[config.mk]
export PLATFORM = sky130hd
export DESIGN_NAME = indexed_list_insert_delete
export DESIGN_NICKNAME = d
export VERILOG_FILES = /design/src/rtl/ilid_pkg.sv /design/src/rtl/indexed_list_insert_delete.sv /design/src/rtl/ilid_ram.sv /design/src/rtl/ilid_ctrl.sv /design/src/rtl/ilid_dp.sv
export VERILOG_INCLUDE_DIRS = /design/src /design/src/rtl
export SDC_FILE = /design/constraint.sdc
export NUM_CORES = 1
export LEC_CHECK = 0
export BUFFER_PORTS_ARGS = -buffer_cell sky130_fd_sc_hd__buf_2
export CAP_MARGIN = 25
export CORE_MARGIN = 8
export CORE_UTILIZATION = 35
export DETAILED_ROUTE_END_ITERATION = 8
export GPL_TIMING_DRIVEN = 1
export SYNTH_ARGS = -nofsm -noshare
export SYNTH_HDL_FRONTEND = slang
export SYNTH_SLANG_ARGS = --single-unit
export TNS_END_PERCENT = 5
[constraint.sdc]
create_clock -name clk -period 4.8 [get_ports clk]
set_input_delay 0.72 -clock clk [delete_from_list [all_inputs] [get_ports clk]]
set_output_delay 0.72 -clock clk [all_outputs]
set_load 0.01 [all_outputs]
[src/rtl/indexed_list_insert_delete_macros.svh]
// Assertion macros used by the indexed list datapath.
`ifndef INDEXED_LIST_INSERT_DELETE_MACROS_SVH
`define INDEXED_LIST_INSERT_DELETE_MACROS_SVH

`ifndef ASSERT_OFF

// Plain invariant, checked every clock outside reset.
`define ILID_ASSERT(label, expr, msg) \
  label: assert property (@(posedge clk) disable iff (rst) (expr)) else $error(msg);

// Same-cycle implication.
`define ILID_ASSERT_IMP(label, ante, cons, msg) \
  label: assert property (@(posedge clk) disable iff (rst) (ante) |-> (cons)) else $error(msg);

// Next-cycle implication.
`define ILID_ASSERT_NXT(label, ante, cons, msg) \
  label: assert property (@(posedge clk) disable iff (rst) (ante) |=> (cons)) else $error(msg);

`else

`define ILID_ASSERT(label, expr, msg)
`define ILID_ASSERT_IMP(label, ante, cons, msg)
`define ILID_ASSERT_NXT(label, ante, cons, msg)

`endif

`endif

[src/rtl/ilid_pkg.sv]
// Shared types and codes for the indexed list block.
`timescale 1ns / 1ps

package ilid_pkg;

  localparam int VALUE_W  = 32;
  localparam int STATUS_W = 2;

  typedef enum logic {
    OP_INSERT = 1'b0,
    OP_DELETE = 1'b1
  } op_t;

  typedef enum logic [STATUS_W-1:0] {
    ST_OK    = 2'd0,
    ST_RANGE = 2'd1,
    ST_FULL  = 2'd2
  } status_t;

  typedef struct packed {
    logic load;
    logic eval;
    logic step;
    logic put;
    logic commit;
  } cmd_t;

  typedef struct packed {
    logic err;
    logic is_insert;
    logic moves_done;
    logic out_free;
  } stat_t;

endpackage

[src/rtl/indexed_list_insert_delete.sv]
// Top level of the indexed list: ordered store of signed 32-bit words with insert and delete.
`timescale 1ns / 1ps

// Keeps up to DEPTH signed 32-bit values in order, entry 0 at the head, in one
// RAM. An insert word (op 0) places value at 0-based position index and moves
// later entries up; a delete word (op 1) removes the entry at 1-based position
// index, moves later entries down and returns its value. Every input word gives
// exactly one result word with removed_value (zero unless a delete succeeded),
// status (0 ok, 1 position out of range, 2 store full; position is checked
// before fullness) and the list length after the operation. A rejected word
// leaves the list unchanged. One item is worked at a time: ready stays low from
// the accepting edge until the result is committed. A good delete, or a good
// insert that has to move entries, takes longer the more entries lie beyond
// its position, and any result may wait for the output register to drain.
// The cost is set by the single RAM port pair, which moves one entry per
// cycle. The RAM needs no clearing after reset: only positions below the
// current length are ever read.
module indexed_list_insert_delete #(
  parameter int DEPTH = 16,
  localparam int IDX_W = $clog2(DEPTH + 1),
  localparam int IN_TDATA_W = ((1 + IDX_W + 32 + 7) / 8) * 8,
  localparam int OUT_TDATA_W = ((32 + 2 + IDX_W + 7) / 8) * 8
) (
  input  logic                   clk,
  input  logic                   rst,
  input  logic                   s_tvalid,
  output logic                   s_tready,
  input  logic [IN_TDATA_W-1:0]  s_tdata,  // op, index, value, zero fill
  output logic                   m_tvalid,
  input  logic                   m_tready,
  output logic [OUT_TDATA_W-1:0] m_tdata   // removed_value, status, length, zero fill
);

  ilid_pkg::cmd_t  cmd;
  ilid_pkg::stat_t stat;

  logic [ilid_pkg::VALUE_W-1:0]  out_removed;
  logic [ilid_pkg::STATUS_W-1:0] out_status;
  logic [IDX_W-1:0]              out_length;

  // Controller: walks each word through check, shift, write and report.
  ilid_ctrl u_ctrl (
    .clk      (clk),
    .rst      (rst),
    .s_tvalid (s_tvalid),
    .s_tready (s_tready),
    .stat     (stat),
    .cmd      (cmd)
  );

  // Datapath: unpack the input word straight into the item registers.
  ilid_dp #(
    .DEPTH (DEPTH)
  ) u_dp (
    .clk         (clk),
    .rst         (rst),
    .cmd         (cmd),
    .stat        (stat),
    .in_op       (s_tdata[0]),
    .in_index    (s_tdata[IDX_W:1]),
    .in_value    (s_tdata[IDX_W+32:IDX_W+1]),
    .out_valid   (m_tvalid),
    .out_ready   (m_tready),
    .out_removed (out_removed),
    .out_status  (out_status),
    .out_length  (out_length)
  );

  // Pack the result word, first field lowest, zero fill on top.
  assign m_tdata = OUT_TDATA_W'({out_length, out_status, out_removed});

endmodule

[src/rtl/ilid_ram.sv]
// Generic single-write, single-read RAM with registered read data.
`timescale 1ns / 1ps

module ilid_ram #(
  parameter int WIDTH = 32,
  parameter int DEPTH = 16,
  localparam int AW = $clog2(DEPTH)
) (
  input  logic             clk,
  input  logic             wr_en,
  input  logic [AW-1:0]    wr_addr,
  input  logic [WIDTH-1:0] wr_data,
  input  logic             rd_en,
  input  logic [AW-1:0]    rd_addr,
  output logic [WIDTH-1:0] rd_data
);

  logic [WIDTH-1:0] mem [DEPTH];

  always_ff @(posedge clk) begin
    if (wr_en) begin
      mem[wr_addr] <= wr_data;
    end
    if (rd_en) begin
      rd_data <= mem[rd_addr];
    end
  end

endmodule

[src/rtl/ilid_ctrl.sv]
// Sequencer for the indexed list: accept, check, shift, write, report.
`timescale 1ns / 1ps

module ilid_ctrl (
  input  logic            clk,
  input  logic            rst,
  input  logic            s_tvalid,
  output logic            s_tready,
  input  ilid_pkg::stat_t stat,
  output ilid_pkg::cmd_t  cmd
);

  typedef enum logic [4:0] {
    S_IDLE   = 5'b00001,
    S_EVAL   = 5'b00010,
    S_MOVE   = 5'b00100,
    S_WRITE  = 5'b01000,
    S_FINISH = 5'b10000
  } state_t;

  state_t state;
  state_t state_next;

  always_comb begin
    state_next = state;
    cmd        = '0;
    s_tready   = (state == S_IDLE);
    unique case (state)
      S_IDLE: begin
        if (s_tvalid) begin
          cmd.load   = 1'b1;
          state_next = S_EVAL;
        end
      end
      S_EVAL: begin
        cmd.eval   = 1'b1;
        state_next = stat.err ? S_FINISH : S_MOVE;
      end
      S_MOVE: begin
        cmd.step = 1'b1;
        if (stat.moves_done) begin
          state_next = stat.is_insert ? S_WRITE : S_FINISH;
        end
      end
      S_WRITE: begin
        cmd.put    = 1'b1;
        state_next = S_FINISH;
      end
      S_FINISH: begin
        // hold until the output register can take the result
        if (stat.out_free) begin
          cmd.commit = 1'b1;
          state_next = S_IDLE;
        end
      end
      default: begin
        state_next = S_IDLE;
      end
    endcase
  end

  always_ff @(posedge clk) begin
    if (rst) begin
      state <= S_IDLE;
    end else begin
      state <= state_next;
    end
  end

endmodule

[src/rtl/ilid_dp.sv]
// Datapath for the indexed list: item registers, length, shift engine, result register.
`timescale 1ns / 1ps
`include "indexed_list_insert_delete_macros.svh"

module ilid_dp #(
  parameter int DEPTH = 16,
  localparam int IDX_W = $clog2(DEPTH + 1),
  localparam int AW = $clog2(DEPTH)
) (
  input  logic                          clk,
  input  logic                          rst,
  input  ilid_pkg::cmd_t                cmd,
  output ilid_pkg::stat_t               stat,
  input  logic                          in_op,
  input  logic [IDX_W-1:0]              in_index,
  input  logic [ilid_pkg::VALUE_W-1:0]  in_value,
  output logic                          out_valid,
  input  logic                          out_ready,
  output logic [ilid_pkg::VALUE_W-1:0]  out_removed,
  output logic [ilid_pkg::STATUS_W-1:0] out_status,
  output logic [IDX_W-1:0]              out_length
);

  localparam logic [IDX_W-1:0] DEPTH_C = IDX_W'(DEPTH);
  localparam logic [IDX_W-1:0] ONE_C   = IDX_W'(1);
  localparam logic [AW-1:0]    ONE_A   = AW'(1);

  ilid_pkg::op_t              op_q;
  logic [IDX_W-1:0]           idx_q;
  logic [ilid_pkg::VALUE_W-1:0] value_q;
  logic [IDX_W-1:0]           count;
  logic [IDX_W-1:0]           rem;
  logic [AW-1:0]              cur;
  logic [AW-1:0]              last_addr;
  logic                       rd_pend;
  logic                       first_q;
  ilid_pkg::status_t          status_q;
  logic [ilid_pkg::VALUE_W-1:0] removed;

  logic                       ins;
  ilid_pkg::status_t          chk_status;
  logic [IDX_W-1:0]           cnt_m1;
  logic [IDX_W-1:0]           idx_m1;
  logic [IDX_W-1:0]           count_new;
  logic                       rd_en;
  logic                       mv_wr;
  logic [AW-1:0]              mv_addr;
  logic                       wr_en;
  logic [AW-1:0]              wr_addr;
  logic [ilid_pkg::VALUE_W-1:0] wr_data;
  logic [ilid_pkg::VALUE_W-1:0] rd_data;

  assign ins    = (op_q == ilid_pkg::OP_INSERT);
  assign cnt_m1 = count - ONE_C;
  assign idx_m1 = idx_q - ONE_C;

  // position is checked before fullness
  always_comb begin
    chk_status = ilid_pkg::ST_OK;
    if (ins) begin
      if (idx_q > count) begin
        chk_status = ilid_pkg::ST_RANGE;
      end else if (count == DEPTH_C) begin
        chk_status = ilid_pkg::ST_FULL;
      end
    end else if (idx_q == '0 || idx_q > count) begin
      chk_status = ilid_pkg::ST_RANGE;
    end
  end

  always_comb begin
    count_new = count;
    if (status_q == ilid_pkg::ST_OK) begin
      count_new = ins ? count + ONE_C : count - ONE_C;
    end
  end

  // one read per step while entries remain; the data lands in the next cycle and
  // is written one slot up (insert) or down (delete), except the entry a delete removes
  assign rd_en   = cmd.step && (rem != '0);
  assign mv_wr   = cmd.step && rd_pend && !first_q;
  assign mv_addr = ins ? last_addr + ONE_A : last_addr - ONE_A;
  assign wr_en   = mv_wr || cmd.put;
  assign wr_addr = cmd.put ? idx_q[AW-1:0] : mv_addr;
  assign wr_data = cmd.put ? value_q : rd_data;

  ilid_ram #(
    .WIDTH (ilid_pkg::VALUE_W),
    .DEPTH (DEPTH)
  ) u_ram (
    .clk     (clk),
    .wr_en   (wr_en),
    .wr_addr (wr_addr),
    .wr_data (wr_data),
    .rd_en   (rd_en),
    .rd_addr (cur),
    .rd_data (rd_data)
  );

  always_ff @(posedge clk) begin
    if (rst) begin
      count     <= '0;
      rem       <= '0;
      rd_pend   <= 1'b0;
      first_q   <= 1'b0;
      out_valid <= 1'b0;
    end else begin
      if (cmd.load) begin
        op_q    <= ilid_pkg::op_t'(in_op);
        idx_q   <= in_index;
        value_q <= in_value;
      end
      if (cmd.eval) begin
        status_q <= chk_status;
        removed  <= '0;
        first_q  <= !ins;
        rd_pend  <= 1'b0;
        cur      <= ins ? cnt_m1[AW-1:0] : idx_m1[AW-1:0];
        if (chk_status == ilid_pkg::ST_OK) begin
          rem <= ins ? count - idx_q : count - idx_q + ONE_C;
        end else begin
          rem <= '0;
        end
      end
      if (cmd.step) begin
        rd_pend <= rem != '0;
        if (rem != '0) begin
          cur       <= ins ? cur - ONE_A : cur + ONE_A;
          last_addr <= cur;
          rem       <= rem - ONE_C;
        end
        if (rd_pend && first_q) begin
          removed <= rd_data;
          first_q <= 1'b0;
        end
      end
      if (cmd.commit) begin
        count       <= count_new;
        out_valid   <= 1'b1;
        out_removed <= removed;
        out_status  <= status_q;
        out_length  <= count_new;
      end else if (out_valid && out_ready) begin
        out_valid <= 1'b0;
      end
    end
  end

  assign stat.err        = (chk_status != ilid_pkg::ST_OK);
  assign stat.is_insert  = ins;
  assign stat.moves_done = (rem == '0) && !rd_pend;
  assign stat.out_free   = !out_valid || out_ready;

  `ILID_ASSERT(a_count_bound, count <= DEPTH_C, "list length above depth")
  `ILID_ASSERT_IMP(a_put_ok_insert, cmd.put, ins && status_q == ilid_pkg::ST_OK, "value write outside good insert")
  `ILID_ASSERT_IMP(a_commit_drained, cmd.commit, rem == '0 && !rd_pend, "result committed with shift in flight")
  `ILID_ASSERT_NXT(a_commit_shows, cmd.commit, out_valid && out_length == count, "reported length differs from stored length")

endmodule
==> impl_metrics.ini <==
[run_status]
status = finished clean

[cts]
cts_max_level = 3
hold_buffers = 0
cts_buffer_depth = 3
cts_inserted_buffers = 71
clk_pin_slew_ns = 0.06
clock-sinks = 681
cts_setup_buffers = 0
root_buffer = clkbuf_16
cts_tree = yes
clock_latency_ns = 0.60
cts_resized = 0

[yosys]
synth_area_leaders = edfxtp_1 75%, mux4_2 14%, nand2_1 2.5%
synth_compound_area_frac = 0.0221
synth-seq-cells = 681
synthMuxAreaShare = 0.138
ys.warnings.count = 0
yosysSeqAreaShare = 0.765
async_flop_share = 0
yosysTopAreaCellShare = 0.751
syn_area_sq_mm = 0.0265
syn_area_per_cell_sq_um = 19.9
ys_types = 52
synth_xor_area_frac = 0.00760
synth_top_cell_by_area = edfxtp_1
synth_edf_count = 663
synth_top_family_by_area = multiplexers
synthFlopType = edfxtp_1
synth-simple-area-share = 0.0423
syn-num-nets = 1392
syn_inst = 1329
synth_fa_ha_area_frac = 0.00982

[sta]
fin_crit_sh = 0.721
setup_tns_ns = 0
worstMarginPinSlew_ns = 1.02
setup_violations = 0
holdWs_ns = 0.290
layout_setup_ws_ns = 1.34
hold_violations = 0
skew_ns = 0.0210
relSlewSlack = 0.320
min_period_ns = 3.46
rsz0062_at_grt = no
slew_viol_final = 0
max_freq_mhz = 289

[global_route]
antenna_found_initial = 0
grt_pass1_vias = 13504
grt_pass1_wl_mm = 86.0
grt-ovfl-total = 0
grtUsageTotal = 0.134
grt_max_degree = 104

[job]
maxCapViolations = 0

[layout]
finalNetCount = 1517
final_common_cell = edfxtp_1
final_cell_mix = 663 x edfxtp_1, 172 x nand2_1, 160 x mux4_2, 82 x buf_2, 73 x clkbuf_16
antenna_cells = 0
fill_cells = 6605
syn2layout_area_growth_pct = 15.7
drive_gt1_frac = 0.271
final_util = 0.407

[floorplan]
initial_core_util = 0.351
fp.dieH_um = 291
io_pins = 86
core-area_sq_mm = 0.0754
num_rows = 101
dieArea_sq_mm = 0.0848
die_w_um = 291

[route]
drt_wl_total_mm = 57.2
avgRoutedWirePerCell_um = 23.0
first_iter_violations = 1112
route.detailed.drc = 0
viasPerCell = 5.15
ant_nets = 0
first_pass_iters = 5
vias = 12792

[placement]
place_ws_ns = 1.33
gp_congestion = 0.753
numPortBuffers = 82
place_hpwl_mm = 32.2

[power]
powerDensity_mw_per_mm2 = 412
p_leak_nw = 9.91
ir_worst_vdd_mv = 0.213
power_mw = 12.6

[worst_setup_path]
crit_fanout = 20
critPathCaptureType = flip-flop
cp.arrival_ns = 3.71
cp-start-kind = flip-flop
crit_required_ns = 5.05
crit_type = reg2reg

[hold_path]
hold_class = in2reg
==> final timing paths <==
path,start,to,slack [ns],cells past startpoint
worst max-delay path,u_ctrl.state[1],u_dp.u_ram.mem[7][13],1.34,6
worst min-delay path,s_tdata[11],u_dp.value_q[5],0.29,1
worst max register to register,u_ctrl.state[1],u_dp.u_ram.mem[7][13],1.34,6
worst min register to register,u_dp.removed[25],u_dp.out_removed[25],0.45,0
==> critical path, cell delays in order (launching register included) <==
cell      delay (ns)
dfxtp_1         0.35
or3_1           0.45
nor3_4          0.65
mux2i_1         0.25
nand2b_1        0.39
nor2_4          0.54
buf_4           0.46
==> per-stage QoR <==
| stage | area, sq um | cells |
|---|---|---|
| floorplan | 26500 | 1329 |
| global placement | 28300 | 2359 |
| detailed placement | 28300 | 2359 |
| CTS | 30700 | 2484 |
| global route | 30700 | 2484 |
| finish | 30700 | 2484 |
==> Yosys cell counts, drive strengths merged (2+ instances only) <==
library cell,n
edfxtp,663
nand2,173
mux4,160
o21ai,43
buf,39
nor2,35
clkbuf,25
a21oi,21
dfxtp,18
inv,17
ha,16
xnor2,16
nor3,12
a211oi,8
and3,7
nor2b,7
xor2,7
nand3,5
a221oi,4
a32oi,4
and2,4
mux2i,4
nand2b,4
or3,4
a21o,3
fa,3
nor4,3
or2,3
and3b,2
o2111ai,2
o31ai,2
or3b,2
==> sequential cells by signal, indices dropped and copies added (netlist names), 4 cells and up <==
name and flops:
u_dp.out_length 5, u_ctrl.state 5, u_dp.out_removed 32, u_dp.cur 4, u_dp.idx_q 5, u_dp.value_q 32, u_dp.count 5, u_dp.removed 32
u_dp.u_ram.rd_data 32, u_dp.last_addr 4, u_dp.rem 5, u_dp.u_ram.mem 512
==> kinds of logic after synthesis <==
group,Yosys count
other,1
AOI/OAI and AO/OA,96
adders and majority gates,19
buffers and inverters,81
and+or+nand+nor,263
DFF,681
muxes,165
xor gates and xnor gates,23
==> where the power goes <==
group / switching, mW / internal, mW
registers: 0.0267 / 6.50
logic: 0.224 / 0.234
clock network: 2.23 / 3.43
total: 2.48 / 10.2
==> routing by layer <==
layer  vias up  share of wire  global-route usage
li1       5602              -                   -
met1      6748           0.45               0.185
met2       350           0.47               0.213
met3        92          0.053              0.0290
met4         0          0.021              0.0372
met5         -              0                   0
==> cell type report <==
class	instances	area [sq um]	area share
clock buffers	82	1860	0.0606
repair buffers	116	753	0.0246
clock inverters	43	532	0.0173
flip-flops and latches	681	20300	0.661
inverters	17	63.8	0.00208
multi-input cells	567	5970	0.195
well taps	978	1220	0.0399
Power figures use the tool's default switching activity.
